===== config.mk =====
export PLATFORM = sky130hd
export DESIGN_NAME = sha1_message_digest
export DESIGN_NICKNAME = d
export VERILOG_FILES = /design/src/hw/rtl/sha1md_pkg.sv /design/src/hw/rtl/sha1md_ram.sv /design/src/hw/rtl/sha1md_core.sv /design/src/hw/rtl/sha1_message_digest.sv
export SDC_FILE = /design/constraint.sdc
export NUM_CORES = 2
export LEC_CHECK = 0
export BUFFER_PORTS_ARGS = -buffer_cell sky130_fd_sc_hd__buf_2
export CAP_MARGIN = 20
export CORE_MARGIN = 3
export CORE_UTILIZATION = 50
export DETAILED_ROUTE_END_ITERATION = 12
export PLACE_DENSITY_LB_ADDON = 0.3
export SETUP_SLACK_MARGIN = 0.05
export SYNTH_ARGS = -nofsm -noshare
export SYNTH_HDL_FRONTEND = slang
export SYNTH_SLANG_ARGS = --single-unit

===== constraint.sdc =====
create_clock -name clk -period 19.2 [get_ports clk]
set_input_delay 1.92 -clock clk [delete_from_list [all_inputs] [get_ports clk]]
set_output_delay 1.92 -clock clk [all_outputs]
set_load 0.03 [all_outputs]

===== src/hw/rtl/sha1md_pkg.sv =====
`timescale 1ns / 1ps

package sha1md_pkg;

    typedef logic [4:0][31:0] chain_t;

    localparam chain_t SHA1_IV = {
        32'hC3D2E1F0, 32'h10325476, 32'h98BADCFE, 32'hEFCDAB89, 32'h67452301
    };

    localparam logic [31:0] K_CH     = 32'h5A827999;
    localparam logic [31:0] K_PAR_LO = 32'h6ED9EBA1;
    localparam logic [31:0] K_MAJ    = 32'h8F1BBCDC;
    localparam logic [31:0] K_PAR_HI = 32'hCA62C1D6;

    localparam logic [7:0] PAD_MARKER = 8'h80;
    localparam logic [6:0] LAST_ROUND = 7'd79;
    localparam logic [5:0] LEN_POS    = 6'd56;
    localparam logic [5:0] LAST_POS   = 6'd63;
    localparam logic [2:0] LAST_INDEX = 3'd4;

    typedef enum logic [1:0] {
        ST_IDLE,
        ST_HASH,
        ST_PAD,
        ST_FINISH
    } top_state_t;

    typedef enum logic [1:0] {
        CORE_IDLE,
        CORE_LOAD,
        CORE_ROUND,
        CORE_DONE
    } core_state_t;

    typedef struct packed {
        logic   done;
        chain_t vars;
    } core_status_t;

    function automatic logic [31:0] round_f(
        input logic [6:0]  t,
        input logic [31:0] b,
        input logic [31:0] c,
        input logic [31:0] d
    );
        logic [31:0] r;
        if (t < 7'd20)
            r = (b & c) | (~b & d);
        else if (t < 7'd40)
            r = b ^ c ^ d;
        else if (t < 7'd60)
            r = (b & c) | (b & d) | (c & d);
        else
            r = b ^ c ^ d;
        return r;
    endfunction

    function automatic logic [31:0] round_k(input logic [6:0] t);
        logic [31:0] r;
        if (t < 7'd20)
            r = K_CH;
        else if (t < 7'd40)
            r = K_PAR_LO;
        else if (t < 7'd60)
            r = K_MAJ;
        else
            r = K_PAR_HI;
        return r;
    endfunction

endpackage


===== src/hw/rtl/sha1md_ram.sv =====
`timescale 1ns / 1ps

module sha1md_ram #(
    parameter int WIDTH = 32,
    parameter int DEPTH = 16
) (
    input  logic                     clk,
    input  logic                     we,
    input  logic [$clog2(DEPTH)-1:0] waddr,
    input  logic [WIDTH-1:0]         wdata,
    input  logic [$clog2(DEPTH)-1:0] raddr,
    output logic [WIDTH-1:0]         rdata
);

    logic [WIDTH-1:0] mem [DEPTH];

    always_ff @(posedge clk)
    begin
        if (we)
        begin
            mem[waddr] <= wdata;
        end
        rdata <= mem[raddr];
    end

endmodule


===== src/hw/rtl/sha1md_core.sv =====
`timescale 1ns / 1ps

module sha1md_core
    import sha1md_pkg::*;
(
    input  logic         clk,
    input  logic         rst_n,
    input  logic         start,
    input  chain_t       chain,
    output logic [3:0]   rd_addr,
    input  logic [31:0]  rd_data,
    output core_status_t status
);

    core_state_t state_reg, state_next;
    logic [6:0]  round_reg, round_next;
    logic [31:0] a_reg, b_reg, c_reg, d_reg, e_reg;
    logic [31:0] a_next, b_next, c_next, d_next, e_next;
    logic [31:0] win_reg [16];
    logic [31:0] x_sched, w_cur, temp;
    logic        load, step;

    // schedule window: win_reg[15] newest
    assign x_sched = win_reg[13] ^ win_reg[8] ^ win_reg[2] ^ win_reg[0];
    assign w_cur   = (round_reg < 7'd16) ? rd_data : {x_sched[30:0], x_sched[31]};
    assign temp    = {a_reg[26:0], a_reg[31:27]} + round_f(round_reg, b_reg, c_reg, d_reg)
                   + e_reg + round_k(round_reg) + w_cur;

    always_comb
    begin
        state_next = state_reg;
        round_next = round_reg;
        load       = 1'b0;
        step       = 1'b0;
        rd_addr    = round_reg[3:0] + 4'd1;
        status     = '{done: 1'b0, vars: {e_reg, d_reg, c_reg, b_reg, a_reg}};
        unique case (state_reg)
            CORE_IDLE:
            begin
                if (start)
                begin
                    state_next = CORE_LOAD;
                end
            end
            CORE_LOAD:
            begin
                rd_addr    = 4'd0;
                load       = 1'b1;
                round_next = 7'd0;
                state_next = CORE_ROUND;
            end
            CORE_ROUND:
            begin
                step       = 1'b1;
                round_next = round_reg + 7'd1;
                if (round_reg == LAST_ROUND)
                begin
                    state_next = CORE_DONE;
                end
            end
            CORE_DONE:
            begin
                status.done = 1'b1;
                state_next  = CORE_IDLE;
            end
            default:
            begin
                state_next = CORE_IDLE;
            end
        endcase
    end

    always_comb
    begin
        a_next = a_reg;
        b_next = b_reg;
        c_next = c_reg;
        d_next = d_reg;
        e_next = e_reg;
        if (load)
        begin
            a_next = chain[0];
            b_next = chain[1];
            c_next = chain[2];
            d_next = chain[3];
            e_next = chain[4];
        end
        else if (step)
        begin
            a_next = temp;
            b_next = a_reg;
            c_next = {b_reg[1:0], b_reg[31:2]};
            d_next = c_reg;
            e_next = d_reg;
        end
    end

    always_ff @(posedge clk or negedge rst_n)
    begin
        if (!rst_n)
        begin
            state_reg <= CORE_IDLE;
            round_reg <= '0;
        end
        else
        begin
            state_reg <= state_next;
            round_reg <= round_next;
        end
    end

    always_ff @(posedge clk)
    begin
        a_reg <= a_next;
        b_reg <= b_next;
        c_reg <= c_next;
        d_reg <= d_next;
        e_reg <= e_next;
        if (step)
        begin
            for (int i = 0; i < 15; i++)
            begin
                win_reg[i] <= win_reg[i+1];
            end
            win_reg[15] <= w_cur;
        end
    end

endmodule


===== src/hw/rtl/sha1_message_digest.sv =====
`timescale 1ns / 1ps

// SHA-1 hash of a byte stream. Each input word carries one message byte in
// s_tdata when s_tuser is set; s_tlast closes the message, with or without a
// byte, so an empty message is legal. Bytes are taken one per cycle, while
// s_tready is high, into a 16x32 block RAM. Every 64th byte starts a
// compression that holds off input: a RAM load, 80 rounds at one round per
// cycle, and a fold of the result into the chaining words. On the closing
// word the padding is written one byte per cycle with one or two further
// compressions, then the five digest words leave on m_tdata, h0 first, with
// m_tuser giving the word index and m_tlast on the fifth. The digest sits in
// its own output register, so the next message can start while it is
// drained.
module sha1_message_digest
    import sha1md_pkg::*;
(
    input  logic        clk,
    input  logic        rst_n,
    input  logic        s_tvalid,
    output logic        s_tready,
    input  logic [7:0]  s_tdata,   // [7:0] data_byte
    input  logic [0:0]  s_tuser,   // [0] has_byte
    input  logic        s_tlast,
    output logic        m_tvalid,
    input  logic        m_tready,
    output logic [31:0] m_tdata,   // [31:0] digest_word
    output logic [2:0]  m_tuser,   // [2:0] word_index
    output logic        m_tlast
);

    top_state_t   state_reg, state_next;
    chain_t       chain_reg, chain_next;
    logic [5:0]   pos_reg, pos_next;
    logic [63:0]  len_reg, len_next;
    logic [23:0]  acc_reg, acc_next;
    logic         pad_reg, pad_next;
    logic         marker_reg, marker_next;
    logic         len_ok_reg, len_ok_next;
    logic         final_reg, final_next;
    chain_t       out_words_reg, out_words_next;
    logic         out_valid_reg, out_valid_next;
    logic [2:0]   out_idx_reg, out_idx_next;

    logic         inj_en, wrap, core_start;
    logic [7:0]   inj_byte, len_byte;
    logic         ram_we;
    logic [31:0]  ram_wdata, ram_rdata;
    logic [3:0]   ram_raddr;
    core_status_t core_stat;

    sha1md_ram #(
        .WIDTH(32),
        .DEPTH(16)
    ) u_block_ram (
        .clk  (clk),
        .we   (ram_we),
        .waddr(pos_reg[5:2]),
        .wdata(ram_wdata),
        .raddr(ram_raddr),
        .rdata(ram_rdata)
    );

    sha1md_core u_core (
        .clk    (clk),
        .rst_n  (rst_n),
        .start  (core_start),
        .chain  (chain_reg),
        .rd_addr(ram_raddr),
        .rd_data(ram_rdata),
        .status (core_stat)
    );

    assign len_byte  = len_reg[{~pos_reg[2:0], 3'b000} +: 8];
    assign ram_wdata = {acc_reg, inj_byte};
    assign ram_we    = inj_en && (pos_reg[1:0] == 2'b11);
    assign wrap      = inj_en && (pos_reg == LAST_POS);

    assign m_tvalid = out_valid_reg;
    assign m_tdata  = out_words_reg[0];
    assign m_tuser  = out_idx_reg;
    assign m_tlast  = (out_idx_reg == LAST_INDEX);

    always_comb
    begin
        state_next     = state_reg;
        chain_next     = chain_reg;
        len_next       = len_reg;
        pad_next       = pad_reg;
        marker_next    = marker_reg;
        len_ok_next    = len_ok_reg;
        final_next     = final_reg;
        out_words_next = out_words_reg;
        out_valid_next = out_valid_reg;
        out_idx_next   = out_idx_reg;
        s_tready       = 1'b0;
        inj_en         = 1'b0;
        inj_byte       = 8'h00;
        core_start     = 1'b0;

        if (out_valid_reg && m_tready)
        begin
            out_words_next = out_words_reg >> 32;
            out_idx_next   = out_idx_reg + 3'd1;
            if (out_idx_reg == LAST_INDEX)
            begin
                out_valid_next = 1'b0;
            end
        end

        unique case (state_reg)
            ST_IDLE:
            begin
                s_tready = 1'b1;
                if (s_tvalid)
                begin
                    pad_next = s_tlast;
                    if (s_tuser[0])
                    begin
                        inj_en   = 1'b1;
                        inj_byte = s_tdata;
                        len_next = len_reg + 64'd8;
                    end
                    if (s_tuser[0] && (pos_reg == LAST_POS))
                    begin
                        core_start = 1'b1;
                        state_next = ST_HASH;
                    end
                    else if (s_tlast)
                    begin
                        state_next = ST_PAD;
                    end
                end
            end
            ST_PAD:
            begin
                inj_en = 1'b1;
                if (!marker_reg)
                begin
                    inj_byte = PAD_MARKER;
                end
                else if (len_ok_reg && (pos_reg >= LEN_POS))
                begin
                    inj_byte = len_byte;
                end
                marker_next = 1'b1;
                if (!marker_reg && (pos_reg < LEN_POS))
                begin
                    len_ok_next = 1'b1;
                end
                if (wrap)
                begin
                    core_start  = 1'b1;
                    final_next  = len_ok_reg;
                    len_ok_next = 1'b1;
                    state_next  = ST_HASH;
                end
            end
            ST_HASH:
            begin
                if (core_stat.done)
                begin
                    for (int i = 0; i < 5; i++)
                    begin
                        chain_next[i] = chain_reg[i] + core_stat.vars[i];
                    end
                    if (final_reg)
                        state_next = ST_FINISH;
                    else if (pad_reg)
                        state_next = ST_PAD;
                    else
                        state_next = ST_IDLE;
                end
            end
            ST_FINISH:
            begin
                if (!out_valid_reg)
                begin
                    out_words_next = chain_reg;
                    out_valid_next = 1'b1;
                    out_idx_next   = 3'd0;
                    chain_next     = SHA1_IV;
                    len_next       = '0;
                    pad_next       = 1'b0;
                    marker_next    = 1'b0;
                    len_ok_next    = 1'b0;
                    final_next     = 1'b0;
                    state_next     = ST_IDLE;
                end
            end
            default:
            begin
                state_next = ST_IDLE;
            end
        endcase

        pos_next = inj_en ? pos_reg + 6'd1 : pos_reg;
        acc_next = inj_en ? {acc_reg[15:0], inj_byte} : acc_reg;
    end

    always_ff @(posedge clk or negedge rst_n)
    begin
        if (!rst_n)
        begin
            state_reg     <= ST_IDLE;
            chain_reg     <= SHA1_IV;
            pos_reg       <= '0;
            len_reg       <= '0;
            pad_reg       <= 1'b0;
            marker_reg    <= 1'b0;
            len_ok_reg    <= 1'b0;
            final_reg     <= 1'b0;
            out_valid_reg <= 1'b0;
            out_idx_reg   <= '0;
        end
        else
        begin
            state_reg     <= state_next;
            chain_reg     <= chain_next;
            pos_reg       <= pos_next;
            len_reg       <= len_next;
            pad_reg       <= pad_next;
            marker_reg    <= marker_next;
            len_ok_reg    <= len_ok_next;
            final_reg     <= final_next;
            out_valid_reg <= out_valid_next;
            out_idx_reg   <= out_idx_next;
        end
    end

    always_ff @(posedge clk)
    begin
        acc_reg       <= acc_next;
        out_words_reg <= out_words_next;
    end

endmodule


After elaboration in Yosys (flattened, before gate mapping)
Memory sizes are Yosys's and may differ from the RTL's. A register that Yosys moved wholly into a read port is not among the register bits.
Index checks and enable logic that the tools add are counted.

word-level totals
  register bits = 593
  bits in latches = 0
  RAM bits = 1024
  bits in read-only memories = 0
  bits of input ports = 14
  output and inout bits = 38
  logic and storage cells = 182
  memories kept = 2

cells by class
  add/subtract/negate cells = 14
  multipliers = 0
  divide/modulo/power cells = 0
  magnitude comparators = 6
  equal/unequal tests = 19
  shift operators = 1
  muxes and demuxes = 77
  bitwise operators = 14
  reductions and logical operators = 22

memory list
  memory           words  bits a word  rd ports  clocked after Yosys merged registers in  write ports  RTL line           source
  u_block_ram.mem  16     32           1         1                                        1            sha1md_ram.sv:15   logic [WIDTH-1:0] mem [DEPTH];
  u_core.win_reg   16     32           16        0                                        16           sha1md_core.sv:19  logic [31:0] win_reg [16];

operator list
  cell                                                                   count
  160-bit two-way mux                                                    5
  32-bit two-way mux                                                     16
  160-bit case mux with 2 select lines                                   1
  32-bit adder                                                           9
  64-bit two-way mux                                                     3
  32-bit bitwise XOR                                                     5
  32-bit bitwise AND                                                     4
  64-bit case mux with 2 select lines                                    1
  32-bit bitwise OR                                                      3
  64-bit by 4-bit adder with 64-bit output (second input constant)       1
  64-bit by 7-bit variable part select with 8-bit output                 1
  8-bit two-way mux                                                      4
  32-bit inverter                                                        1
  31-bit two-way mux                                                     1
  1-bit two-way mux                                                      22
  2-bit two-way mux                                                      10
  2-bit case mux with 4 select lines                                     2
  8-bit case mux with 2 select lines                                     1
  7-bit by 5-bit < comparator with 1-bit output (second input constant)  2
  7-bit by 6-bit < comparator with 1-bit output (second input constant)  2
  7-bit case mux with 2 select lines                                     1
  2-bit != test (second input constant)                                  6
  1-bit case mux with 2 select lines                                     6
  3-bit AND reduction                                                    4
  23 further kinds                                                       42

Depth between registers and ports, before layout
  word-level depth = 12
  gate-level depth with buffers = 27
  depth with buffers taken out = 25

Cells and area by module
From an unflattened synthesis, not the netlist that was laid out.

unflattened totals
  cell total of the unflattened synthesis = 5408
  area total of the unflattened synthesis = 73454.2 µm²

modules (own cells, without submodules)
  module               times used  cells each  area each (µm²)  seq. area each (µm²)
  sha1md_core          1           1824        29449.5          20404.6
  sha1_message_digest  1           2746        24169.4          9954.5
  sha1md_ram           1           838         19835.3          16015.4

Worst setup path before layout
No wires, ideal clock.

  kind = register -> register
  start point = register u_core.state_reg[0]
  end point = register u_core.round_reg[3]
  setup time = 152 ps
  arrival time = 13961 ps
  required time = 19048 ps
  slack = 5087 ps
  stages on the path, launching flop included = 5
  buffers on the path = 0
  period minus slack after synthesis = 14113 ps
  cell sequence = dfrtp_1 inv_1 ha_1 inv_1 o22ai_1

between the ends
  word-level cells in the longest chain between the ends = 2
  elaborated cells between the ends (all ways) = 4
  those cells by class = eq/ne (2); mux (1); reduce/logical (1)

RTL lines
  what                                                                                   RTL line            source
  start, declared                                                                        sha1md_core.sv:15   core_state_t state_reg, state_next;
  start signal, assigned                                                                 sha1md_core.sv:107  state_reg <= state_next;
  2-bit equality test or 2-bit by 1-bit equality test with 1-bit output (tied branches)  sha1md_core.sv:37   unique case (state_reg)
  7-bit case mux with 2 select lines or 2-bit nonzero test (tied branches)               -
  end signal, assigned                                                                   sha1md_core.sv:108  round_reg <= round_next;
  end, declared                                                                          sha1md_core.sv:16   logic [6:0] round_reg, round_next;

Several ways; a longest one is shown, not always the timed one.
A chain may end at the register's enable or synchronous reset.

Worst setup path after layout
  start point = register u_core.round_reg[2]
  end point = register u_core.a_reg[31], data pin

between the ends
  word-level cells in the longest chain between the ends = 10
  elaborated cells between the ends (all ways) = 17
  those cells by class = add/sub (4); order compare (4); mux (9)

RTL lines
  what                                           RTL line                            source
  7-bit by 6-bit < comparator with 1-bit output  sha1md_pkg.sv:52, sha1md_pkg.sv:65
  32-bit two-way mux                             sha1md_pkg.sv:52                    else if (t < 7'd60)
  32-bit two-way mux                             sha1md_pkg.sv:50                    else if (t < 7'd40)
  32-bit two-way mux                             sha1md_pkg.sv:48                    if (t < 7'd20)
  32-bit adder                                   sha1md_core.sv:26                   assign temp = {a_reg[26:0], a_reg[31:27]} + round_f(round_reg, b_reg, c_reg, d_reg)
  32-bit adder (2 in series)                     sha1md_core.sv:27                   + e_reg + round_k(round_reg) + w_cur;
  32-bit adder *                                 sha1md_core.sv:27
  32-bit two-way mux *                           sha1md_core.sv:88                   else if (step)
  32-bit two-way mux *                           sha1md_core.sv:80                   if (load)
  via u_core.a_next[31]                          sha1md_core.sv:18                   logic [31:0] a_next, b_next, c_next, d_next, e_next;
  end signal, assigned                           sha1md_core.sv:114                  a_reg <= a_next;
  end, declared                                  sha1md_core.sv:17                   logic [31:0] a_reg, b_reg, c_reg, d_reg, e_reg;

The timed path passes the listed nets; every way through them passes the cells marked *. The select of a mux whose other input is x is not followed.

==> summary.txt <==
Critical path
  – Max incr delay on CP: around 0.52 ns
  – Crit path kind: register to register
  – Critical path fanouts, max: 37
  – CP endpoint kind: register
  – Critical Path Start Type: register
  – Worst reg2reg endpoint: u_core.a_reg[31]
  – Crit path DAT: between 7 and 8 ns
  – Flop2flop setup slack: between 10 and 15 ns
  – Worst Path Required: between 15 and 20 ns
  – CP startpoint: u_core.round_reg[2]
  – Worst reg-to-reg path cell count: 26
  – Most frequent CP cell: fa_1
  – Worst R2R Start: u_core.round_reg[2]
  – CP max-delay cell: a41oi_1

Finish
  – Seq. cell area: about 46000 sq um
  – N_diodes: 0
  – Finished Cell Area: a little over 80000 sq um
  – Final core utilization: a little under three fifths
  – Area delta synth->final: 11.0%
  – Post-layout nets: approximately 6.3k
  – Layout fillers: 11.6k
  – Layout cell share with drive strength beyond 1: 10.5%
  – Multi-input gate area: roughly 26000 sq um

Route
  – Routed Wire Length: between 150 and 200 mm
  – DRT iter0 DRCs: 4785
  – Antenna viol nets, final: 0
  – Vias/cell: between 5 and 6
  – Pre-antenna DRT Iters: 6
  – Total vias in the final route: around 47k
  – DRC violations left: 0
  – WL/cell: roughly 22 um

GRT
  – Initial antenna violation count: 4
  – First-pass GRT wire length: between 200 and 300 mm
  – Vias in the first global route: about 45k
  – Global-route usage over all layers: between 20 and 25%
  – Grt total ovfl: 0
  – Largest net degree at the start of global routing: between 150 and 200

Clocking
  – Number of buffers created by CTS: 167
  – Hold Buf Count CTS: 0
  – H-tree levels: 4
  – Postcts setup bufs: 0
  – CTS tree: built
  – Clk sinks: approximately 1.6k
  – Worst skew pair latency: 0.80 ns
  – Clock root cell: clkbuf_16
  – CTS max path bufs: 3
  – Clock slew at reported path FFs: roughly 0.06 ns
  – Cts repair resizes: 0

Timing
  – Final TNS setup: 0 ns
  – Max Clock Freq: ~140 MHz
  – Final Max Slew Viols: 0
  – Normalized max-slew margin: between 20 and 25%
  – Worst Skew: between 0.05 and 0.06 ns
  – Setup violations, final: 0
  – Unrepaired setup endpoints after global routing: false
  – Worst slew pin tran: ~1.1 ns
  – Minimum clock period: approximately 7.2 ns
  – Final period util: about 37%
  – Final hold violation count: 0

Logic synthesis
  – Sequential share of the synthesized area: 62.7%
  – Cell variety after synth: slightly below 80
  – Count leader, synth: edfxtp_1
  – Syn_area_per_cell: around 13 sq um
  – Synth top area cells: edfxtp_1 49%, dfrtp_1 5.6%, dfxtp_1 5.2%
  – Synth area leader: edfxtp_1
  – Synthesized Nets: around 6.3k
  – #FFs+latches synth: 1646
  – Async set or reset register ratio after synthesis: roughly 15%
  – Dominant synthesized flop cell: edfxtp_1
  – Yosys synthesis warning count: 0
  – Commonest cells post-synth: 1208 x edfxtp_1, 864 x nand2_1, 325 x a21oi_1
  – Synthesized netlist cell count: 5904
  – Post-Synthesis Cell Area: roughly 74000 sq um
  – Synth top area share: around half
  – Post-synth EDFFs: roughly 1.2k

Power
  – Static Leak: between 30 and 40 nW
  – VDD IR max: between 0.0001 and 0.00015 V
  – Power Density: between 80 and 90 nW/um^2
  – Total power: about 7.3 mW

Floorplan
  – Row Count: 140
  – Initial core utilization: 50.6%
  – Ports: 52
  – Die H: ~400 um
  – Die area: 153000 sq um
  – Chip width: 391 um
  – CORE AREA: around 150000 sq um

Worst hold path
  – Hold path depth: 0
  – HP Class: register to register
  – Worst hold path startpoint: u_core.win_reg[1][60]
  – Worst Hold End: u_core.win_reg[1][28]

Run
  – Max Cap Viol: 0

Placed design
  – Placed cell area: between 70000 and 80000 sq um
  – Port bufs: between 50 and 60
  – GP Congestion: roughly 0.92
  – Dpl hpwl: approximately 110 mm

Status
  – Status: finished, final reports clean
## power by group
part | total, mW | switching, mW | internal, mW
clock | 3.41 | 1.40 | 2.01
combinational | 0.128 | 0.101 | 0.0273
sequential | 3.81 | 0.0130 | 3.80
total | 7.35 | 1.52 | 5.83
## logic make-up (layout without fill, tap and decap cells)
logic type                 after synthesis  after routing  synth area share, %
AOI/OAI and AO/OA                     1329           1329                 11.7
xor gates and xnor gates               313            313                 3.71
adders and majority gates              355            355                 7.26
buffers and inverters                  544            678                 2.93
DFF                                   1646           1646                 62.7
muxes                                  140            140                 2.30
and+or+nand+nor                       1577           1577                 9.39
## layer usage
| layer | share of wire (%) | global-route usage [%] |
|---|---|---|
| met3 | 7.5 | 3.25 |
| met1 | 45 | 34.8 |
| met2 | 45 | 34.6 |
| met4 | 2.1 | 5.94 |
| met5 | 0 | 0 |
## cell usage in the layout, fill, tap and decap left out, drive strengths merged, types with 27 or more instances in the layout
cell type  Yosys  final
a211oi       177    177
a21o          79     79
a21oi        325    325
a22oi        131    131
a311oi        67     67
a31oi         77     77
and3          39     39
buf           53    116
clkbuf       244    222
clkinv         0     53
dfrtp        166    166
dfstp         80     80
dfxtp        192    192
edfxtp      1208   1208
fa           124    124
ha           231    231
inv          247    257
mux2         109    109
nand2        864    864
nand2b        33     33
nand3         67     67
nand4         28     28
nor2         262    262
nor2b        178    178
nor3          42     42
o21a          27     27
o21ai        268    268
xnor2        190    190
xor2         123    123
## critical path: cells and delay by family (launching register included)
kind	cells	cell delay, ns
DFF	1	0.47
AOI/OAI and AO/OA	8	2.46
xor gates and xnor gates	1	0.08
buffers and inverters	5	0.87
and+or+nand+nor	6	0.94
muxes	1	0.26
adders and majority gates	5	1.77
## final cells by class
cell class              count  area share [%]
clock buffers             221            5.61
clock inverters            93            1.51
inverters                 247            1.13
multi-input cells        3714            31.3
flip-flops and latches   1646            56.5
well taps                1917            2.92
repair buffers            117            1.09
## metrics by stage
stage	setup slack [ns]	cells	hold slack, ns
final	12.05	7955	0.400
after global routing	11.62	7955	0.408
after CTS	12.17	7950	0.402
after detailed placement	12.20	7636	0.405
after global placement	12.32	7633	0.401
after floorplan	5.09	5904	0.400
## worst max-delay path by stage
stage | cells past startpoint | endpoint | slack, ns
after CTS | 26 | u_core.a_reg[31] | 12.17
final | 26 | u_core.a_reg[31] | 12.05
after global placement | 26 | u_core.a_reg[31] | 12.32
after detailed placement | 26 | u_core.a_reg[31] | 12.20
after global routing | 26 | u_core.a_reg[31] | 11.62
after floorplan | 4 | u_core.round_reg[3] | 5.09
(Power assumes the default switching activity.)
